File: config.mk
export PLATFORM = sky130hd
export DESIGN_NAME = ipv4_protocol_classify_counter_top
export DESIGN_NICKNAME = d
export VERILOG_FILES = /design/src/rtl/ipcc_pkg.sv /design/src/rtl/ipcc_parser.sv /design/src/rtl/ipcc_counters.sv /design/src/rtl/ipv4_protocol_classify_counter_top.sv
export SDC_FILE = /design/constraint.sdc
export NUM_CORES = 1
export LEC_CHECK = 0
export ABC_AREA = 1
export BUFFER_PORTS_ARGS = -buffer_cell sky130_fd_sc_hd__buf_2
export CORE_MARGIN = 2
export CORE_UTILIZATION = 55
export DETAILED_ROUTE_END_ITERATION = 8
export HOLD_SLACK_MARGIN = 0.03
export PLACE_DENSITY = 0.76
export SLEW_MARGIN = 20
export SYNTH_ARGS = -nofsm -noshare
export SYNTH_HDL_FRONTEND = slang
export SYNTH_HIERARCHICAL = 1
export SYNTH_SLANG_ARGS = --single-unit
File: constraint.sdc
create_clock -name clk -period 3.5 [get_ports clk]
set_input_delay 0.175 -clock clk [delete_from_list [all_inputs] [get_ports clk]]
set_output_delay 0.175 -clock clk [all_outputs]
set_load 0.05 [all_outputs]
File: src/rtl/ipcc_pkg.sv
// ipcc_pkg: shared types and constants for the ipv4 protocol classify counter
// no dependencies
`timescale 1ns / 1ps

package ipcc_pkg;

	localparam int LINK_HEADER_BYTES_DEF = 14;
	localparam int COUNT_WIDTH_DEF       = 32;
	localparam int POS_WIDTH             = 16;
	localparam int OUT_COUNT_WIDTH       = 32;

	localparam logic [7:0] PROTO_TCP  = 8'd6;
	localparam logic [7:0] PROTO_UDP  = 8'd17;
	localparam logic [7:0] PROTO_ICMP = 8'd1;

	localparam logic [3:0] IP_VERSION_4  = 4'd4;
	// 20 byte minimum header, in 32-bit words
	localparam logic [3:0] HDR_MIN_WORDS = 4'd5;
	localparam logic [POS_WIDTH-1:0] TCP_OFFSET_POS = POS_WIDTH'(12);

	typedef enum logic [1:0] {
		CLS_TCP   = 2'd0,
		CLS_UDP   = 2'd1,
		CLS_ICMP  = 2'd2,
		CLS_OTHER = 2'd3
	} class_t;

	typedef struct packed {
		class_t pkt_class;
		logic   invalid;
	} frame_sum_t;

endpackage

File: src/rtl/ipcc_parser.sv
// ipcc_parser: input register and per-frame header capture, classes a frame on its last byte
// depends on ipcc_pkg
`timescale 1ns / 1ps

module ipcc_parser import ipcc_pkg::*; #(
	parameter int LINK_HEADER_BYTES = LINK_HEADER_BYTES_DEF
) (
	input  logic       clk,
	input  logic       arst_n,
	input  logic [7:0] in_byte,
	input  logic       in_last,
	input  logic       in_valid,
	output logic       in_ready,
	input  logic       sum_space,
	output logic       sum_valid,
	output frame_sum_t sum
);

	localparam logic [POS_WIDTH-1:0] IP_POS    = POS_WIDTH'(LINK_HEADER_BYTES);
	localparam logic [POS_WIDTH-1:0] PROTO_POS = POS_WIDTH'(LINK_HEADER_BYTES + 9);

	logic [7:0]           byte_s1;
	logic                 last_s1;
	logic                 valid_s1;
	logic                 advance;

	logic [POS_WIDTH-1:0] pos_q;
	logic [3:0]           ver_q, ihl_q, tcpoff_q;
	logic [7:0]           proto_q;
	logic [2:0]           seen_q;

	logic [3:0]           ver_d, ihl_d, tcpoff_d;
	logic [7:0]           proto_d;
	logic [2:0]           seen_d;
	logic [POS_WIDTH-1:0] tcp_pos;
	logic                 ip_bad;

	assign advance  = valid_s1 && (!last_s1 || sum_space);
	assign in_ready = !valid_s1 || advance;
	assign tcp_pos  = IP_POS + POS_WIDTH'({ihl_q, 2'b00}) + TCP_OFFSET_POS;

	always_comb begin
		ver_d    = ver_q;
		ihl_d    = ihl_q;
		proto_d  = proto_q;
		tcpoff_d = tcpoff_q;
		seen_d   = seen_q;
		if (pos_q == IP_POS) begin
			ver_d     = byte_s1[7:4];
			ihl_d     = byte_s1[3:0];
			seen_d[0] = 1'b1;
		end
		if (pos_q == PROTO_POS) begin
			proto_d   = byte_s1;
			seen_d[1] = 1'b1;
		end
		if (seen_q[0] && pos_q == tcp_pos) begin
			tcpoff_d  = byte_s1[7:4];
			seen_d[2] = 1'b1;
		end
	end

	assign ip_bad = (seen_d[1:0] != 2'b11) || (ihl_d < HDR_MIN_WORDS) ||
		(ver_d != IP_VERSION_4);

	always_comb begin
		sum.invalid   = ip_bad;
		sum.pkt_class = CLS_OTHER;
		if (!ip_bad) begin
			case (proto_d)
				PROTO_TCP: begin
					if (!seen_d[2] || tcpoff_d < HDR_MIN_WORDS) begin
						sum.invalid = 1'b1;
					end else begin
						sum.pkt_class = CLS_TCP;
					end
				end
				PROTO_UDP:  sum.pkt_class = CLS_UDP;
				PROTO_ICMP: sum.pkt_class = CLS_ICMP;
				default:    sum.pkt_class = CLS_OTHER;
			endcase
		end
	end

	assign sum_valid = advance && last_s1;

	always_ff @(posedge clk or negedge arst_n) begin
		if (!arst_n) begin
			valid_s1 <= 1'b0;
		end else if (in_ready) begin
			valid_s1 <= in_valid;
		end
	end

	always_ff @(posedge clk) begin
		if (in_ready && in_valid) begin
			byte_s1 <= in_byte;
			last_s1 <= in_last;
		end
	end

	always_ff @(posedge clk or negedge arst_n) begin
		if (!arst_n) begin
			pos_q    <= '0;
			ver_q    <= '0;
			ihl_q    <= '0;
			proto_q  <= '0;
			tcpoff_q <= '0;
			seen_q   <= '0;
		end else if (advance) begin
			if (last_s1) begin
				pos_q    <= '0;
				ver_q    <= '0;
				ihl_q    <= '0;
				proto_q  <= '0;
				tcpoff_q <= '0;
				seen_q   <= '0;
			end else begin
				if (pos_q != '1) begin
					pos_q <= pos_q + 1'b1;
				end
				ver_q    <= ver_d;
				ihl_q    <= ihl_d;
				proto_q  <= proto_d;
				tcpoff_q <= tcpoff_d;
				seen_q   <= seen_d;
			end
		end
	end

endmodule

File: src/rtl/ipcc_counters.sv
// ipcc_counters: saturating class and frame counters with the result register
// depends on ipcc_pkg
`timescale 1ns / 1ps

module ipcc_counters import ipcc_pkg::*; #(
	parameter int COUNT_WIDTH = COUNT_WIDTH_DEF
) (
	input  logic                         clk,
	input  logic                         arst_n,
	input  logic                         sum_valid,
	input  frame_sum_t                   sum,
	output logic                         sum_space,
	output logic                         out_valid,
	input  logic                         out_ready,
	output frame_sum_t                   out_sum,
	output logic [4:0][OUT_COUNT_WIDTH-1:0] out_counts
);

	localparam int EXT_W = (COUNT_WIDTH > OUT_COUNT_WIDTH) ? COUNT_WIDTH : OUT_COUNT_WIDTH;

	// entries 0..3 per class, entry 4 all frames
	logic [4:0][COUNT_WIDTH-1:0] cnt_q;
	logic [4:0][COUNT_WIDTH-1:0] cnt_d;
	logic                        out_valid_q;
	frame_sum_t                  sum_q;

	function automatic logic [COUNT_WIDTH-1:0] sat_inc(input logic [COUNT_WIDTH-1:0] v);
		sat_inc = (v == '1) ? v : v + 1'b1;
	endfunction

	always_comb begin
		cnt_d = cnt_q;
		for (int i = 0; i < 4; i++) begin
			if (sum.pkt_class == class_t'(i)) begin
				cnt_d[i] = sat_inc(cnt_q[i]);
			end
		end
		cnt_d[4] = sat_inc(cnt_q[4]);
	end

	assign sum_space = !out_valid_q || out_ready;
	assign out_valid = out_valid_q;
	assign out_sum   = sum_q;

	always_comb begin
		for (int i = 0; i < 5; i++) begin
			logic [EXT_W-1:0] ext;
			ext           = EXT_W'(cnt_q[i]);
			out_counts[i] = ext[OUT_COUNT_WIDTH-1:0];
		end
	end

	always_ff @(posedge clk or negedge arst_n) begin
		if (!arst_n) begin
			out_valid_q <= 1'b0;
			cnt_q       <= '0;
		end else begin
			if (sum_valid) begin
				cnt_q <= cnt_d;
			end
			if (sum_space) begin
				out_valid_q <= sum_valid;
			end
		end
	end

	always_ff @(posedge clk) begin
		if (sum_valid) begin
			sum_q <= sum;
		end
	end

endmodule

File: src/rtl/ipv4_protocol_classify_counter_top.sv
// ipv4_protocol_classify_counter_top: classifies ipv4 frames by l4 protocol and counts them
// depends on ipcc_pkg, ipcc_parser, ipcc_counters
//
// usage:
//   s_* takes one frame byte per transaction in tdata, tlast on the final byte
//   of each frame. m_* gives one result transaction per frame: tuser carries
//   the class (0 tcp, 1 udp, 2 icmp, 3 other) and the header invalid flag,
//   tdata the five counters after this frame was counted.
//   a last byte waits in the input register and moves on to the result register once it is free.
//   throughput: one byte per cycle while no frame end waits for the result register, set by the
//   single input register and the single result register; header capture needs only position compares.
//   counters saturate at all ones and show their low 32 bits.
//   reset clears the frame position, captured header fields and all counters;
//   the block takes bytes in the first cycle after reset.
//   when m_tready is low, the result is held; bytes that do not end a frame
//   keep flowing, and a frame end waits in the input register with s_tready
//   low until the result register frees.
`timescale 1ns / 1ps

module ipv4_protocol_classify_counter_top import ipcc_pkg::*; #(
	parameter int LINK_HEADER_BYTES = LINK_HEADER_BYTES_DEF,
	parameter int COUNT_WIDTH       = COUNT_WIDTH_DEF
) (
	input  logic         clk,
	input  logic         arst_n,
	input  logic         s_tvalid,
	output logic         s_tready,
	input  logic [7:0]   s_tdata,  // frame_byte
	input  logic         s_tlast,
	output logic         m_tvalid,
	input  logic         m_tready,
	output logic [159:0] m_tdata,  // tcp_total, udp_total, icmp_total, other_total, frame_total
	output logic [2:0]   m_tuser   // packet_class, header_invalid
);

	logic       sum_valid;
	logic       sum_space;
	frame_sum_t sum;
	frame_sum_t out_sum;
	logic [4:0][OUT_COUNT_WIDTH-1:0] out_counts;

	ipcc_parser #(
		.LINK_HEADER_BYTES(LINK_HEADER_BYTES)
	) u_parser (
		.clk       (clk),
		.arst_n    (arst_n),
		.in_byte   (s_tdata),
		.in_last   (s_tlast),
		.in_valid  (s_tvalid),
		.in_ready  (s_tready),
		.sum_space (sum_space),
		.sum_valid (sum_valid),
		.sum       (sum)
	);

	ipcc_counters #(
		.COUNT_WIDTH(COUNT_WIDTH)
	) u_counters (
		.clk        (clk),
		.arst_n     (arst_n),
		.sum_valid  (sum_valid),
		.sum        (sum),
		.sum_space  (sum_space),
		.out_valid  (m_tvalid),
		.out_ready  (m_tready),
		.out_sum    (out_sum),
		.out_counts (out_counts)
	);

	assign m_tdata = out_counts;
	assign m_tuser = {out_sum.invalid, out_sum.pkt_class};

endmodule

==> out/results.ini <==
[clock_tree]
clockBufferDepth = 3
cts_root_buf = clkbuf_16
clk_latency_ns = 0.52
cts.sinks = 213
path_clk_slew_ns = 0.06
cts_setup_buffers = 0
cts_buffers = 25
tritoncts = done
h-tree-depth = 1

[die]
die_h_um = 161
die-area_um2 = 26100
die_x_um = 161
rows = 57
num_io_pins = 178
initial_core_util = 0.560
coreArea_um2 = 24300

[drt]
dr.pass1.iters = 6
drc = 0
antenna_violating_nets_post_route = 0
drtIter0Drc = 1309
totalWireLength_um = 36600
vias = 13700
vias_per_cell = 5.33
avgRoutedWirePerCell_um = 14.3

[timing]
setup_violations = 0
hold_viol = 0
max_freq_mhz = 320
slew_headroom = 0.534
slew_viol_final = 0
grt_setup_unrepaired = no
min_period_over_period = 0.894
tightest_slew_ns = 0.699
setup_tns_ns = 0
min_period_ns = 3.13
finalClockSkew_ns = 0.00993

[critical_path]
crit_required_ns = 3.91
path_cells = ha_1 > nand2_1 > nor2_1 > nand3_2 > o21ai_2 > nand2_1 > nor2_2 > inv_2 > nor2_1 > nand2_1 > nand3_1 > buf_4 > nand2_1 > nor2_2 > nand2_1 > nor3_1 > nand3_1 > nand2_1 > nand2_1
critPathBufInv = 2
crit_fanout = 11
endpoint_kind = flip-flop
crit_top_cell = nand2_1
critPathKind = flip-flop to flip-flop
cp.arrival_ns = 3.54
cp_slowest_cell = dfrtp_1
critPathLaunchType = flip-flop
cpPeakStageDelay_ns = 0.40
path_delay_family = simple AND/OR/NAND/NOR gates

[synth]
ys.flop_type = dfrtp_1
synth_warnings = 6
syn_nets = 2054
async_reset_ff_frac = 0.944
syn-cell-area_um2 = 13600
synth_largest_area_cell = dfrtp_1
yosysSeqAreaShare = 0.395
ys_types = 39
synth.area.top_cells = dfrtp_1 37%, nand2_1 24%, nor2_1 7.3%
synth_cells = 2033
synth-seq-cells = 213
synth_top_area_share = 0.369
syn_avg_cell_area_um2 = 6.70
synth_edf_count = 12

[power]
ir_worst_vdd_uv = 407
power_density_nw_per_um2 = 385
power_uw = 6080
p_leak_uw = 0.00804

[placed_design]
portBuffers = 177
gp_congestion = 0.936
post-dp-hpwl_um = 26500

[finish]
area_growth_pct = 16.0
drive_gt1_frac = 0.139
antenna_cells = 0
final_nets = 2241

[grt]
grt_start_max_net_pins = 83
grt_use_total = 0.278
grt_pass1_vias = 12500
antenna_found_initial = 0
grt_pass1_wl_um = 60500
overflow = 0

[run]
drv_cap = 0

[outcome]
status = completed

[min_path]
hold_class = input port to asynchronous set/reset pin

## layer usage
layer  vias up  track usage  wire (um)
met2       531        0.440      16600
met3        67       0.0442       2810
met1      6332        0.398      16200
li1       6730            -          -
met4         0       0.0804        905
met5         -            0          0
## final cells by class
| type | count | area, um^2 |
|---|---|---|
| well taps | 324 | 405 |
| fillers | 2223 | 8510 |
| clock buffers | 26 | 639 |
| clock inverters | 19 | 265 |
| flip-flops and latches | 213 | 5390 |
| multi-input cells | 1565 | 7190 |
| inverters | 215 | 808 |
| repair buffers | 200 | 1110 |
## timing repair
| item | in CTS | in global routing |
|---|---|---|
| resized for setup | 0 | 12 |
| endpoints found under the setup margin | 0 | 53 |
| hold buffers | 12 | 0 |
| hold endpoints to repair | 122 | 0 |
## per-stage QoR
stage | util | worst slack (ns) | cells | hold WS (ns) | instance area [um^2]
floorplan | - | 0.710 | 2033 | -0.121 | 13600
global placement | 0.606 | 0.354 | 2505 | 0.0915 | 14700
detailed placement | 0.606 | 0.217 | 2505 | 0.102 | 14700
CTS | 0.649 | 0.201 | 2562 | 0.128 | 15800
global route | 0.650 | 0.00233 | 2562 | 0.154 | 15800
finish | 0.650 | 0.372 | 2562 | 0.122 | 15800
## registers in the layout, summed over array words and instances, names as in the netlist
| register | flops |
|---|---|
| u_parser/pos_q | 16 |
| u_parser/last_s1 | 1 |
| u_counters/out_counts | 160 |
| u_parser/ver_q | 4 |
| u_parser/ihl_q | 4 |
| u_parser/proto_q | 8 |
| u_parser/tcpoff_q | 4 |
| u_counters/out_sum | 3 |
| u_parser/valid_s1 | 1 |
| u_counters/out_valid | 1 |
| u_parser/seen_q | 3 |
| u_parser/byte_s1 | 8 |
## Yosys cell counts, types with 14 or more instances
cell and count:
a21oi_1 14, buf_2 15, dfrtp_1 201, inv_1 200
nand2_1 857, nand3_1 109, nand3b_1 41, nand4_1 70
nor2_1 266, nor2_2 19, nor3_1 16, o21ai_0 30
o22ai_1 17, xnor2_1 31, xor2_1 28
## where the power goes
group	leakage, uW	internal, uW	total [uW]	switching [uW]
registers	0.00290	2550	2640	91.5
clock network	0.000443	1830	2880	1050
logic	0.00470	140	564	424
total	0.00804	4520	6080	1570
## logic make-up after synthesis
family / Yosys count / share of synthesized area
compound gates: 83 / 0.0347
xor+xnor: 59 / 0.0379
fa+ha+maj: 8 / 0.00734
buf+inv: 255 / 0.0796
flops: 213 / 0.395
simple gates: 1415 / 0.445
## path summary, 6_finish.rpt
check                                   from                          to  slack, ns  cells past startpoint
max                        u_parser/pos_q[1]   u_counters/out_counts[49]       0.37                     19
min                                   arst_n         u_parser/proto_q[1]       0.12                      2
max reg2reg                u_parser/pos_q[1]   u_counters/out_counts[49]       0.37                     19
min reg2reg                u_parser/ver_q[0]           u_parser/ver_q[0]       0.52                      1
max in group asynchronous             arst_n  u_counters/out_counts[112]       2.44                      3
min in group clk                     s_tlast            u_parser/last_s1       0.38                      2
## layout by cell type, fill, tap and decap left out, types with 2 or more instances in the layout
| master | count |
|---|---|
| nor3_1 | 16 |
| o21ai_0 | 30 |
| nor2_4 | 12 |
| o21ai_2 | 5 |
| a22o_1 | 3 |
| nand3_4 | 3 |
| xor2_1 | 28 |
| clkinv_1 | 9 |
| nand2_1 | 854 |
| inv_1 | 199 |
| nor2_1 | 259 |
| clkinv_2 | 6 |
| clkbuf_8 | 2 |
| buf_2 | 176 |
| edfxtp_1 | 12 |
| xnor2_1 | 31 |
| dlygate4sd3_1 | 12 |
| nand2_2 | 14 |
| nand3_2 | 4 |
| bufinv_16 | 7 |
| ha_1 | 8 |
| a21oi_1 | 14 |
| nand2_4 | 4 |
| nor2_2 | 26 |
| buf_4 | 10 |
| inv_2 | 12 |
| nand3b_1 | 41 |
| nand3_1 | 108 |
| nand4_1 | 70 |
| o22ai_1 | 17 |
| o21ai_1 | 10 |
| clkbuf_16 | 25 |
| dfrtp_1 | 201 |
Note: power is estimated with default switching activity, not from simulation.
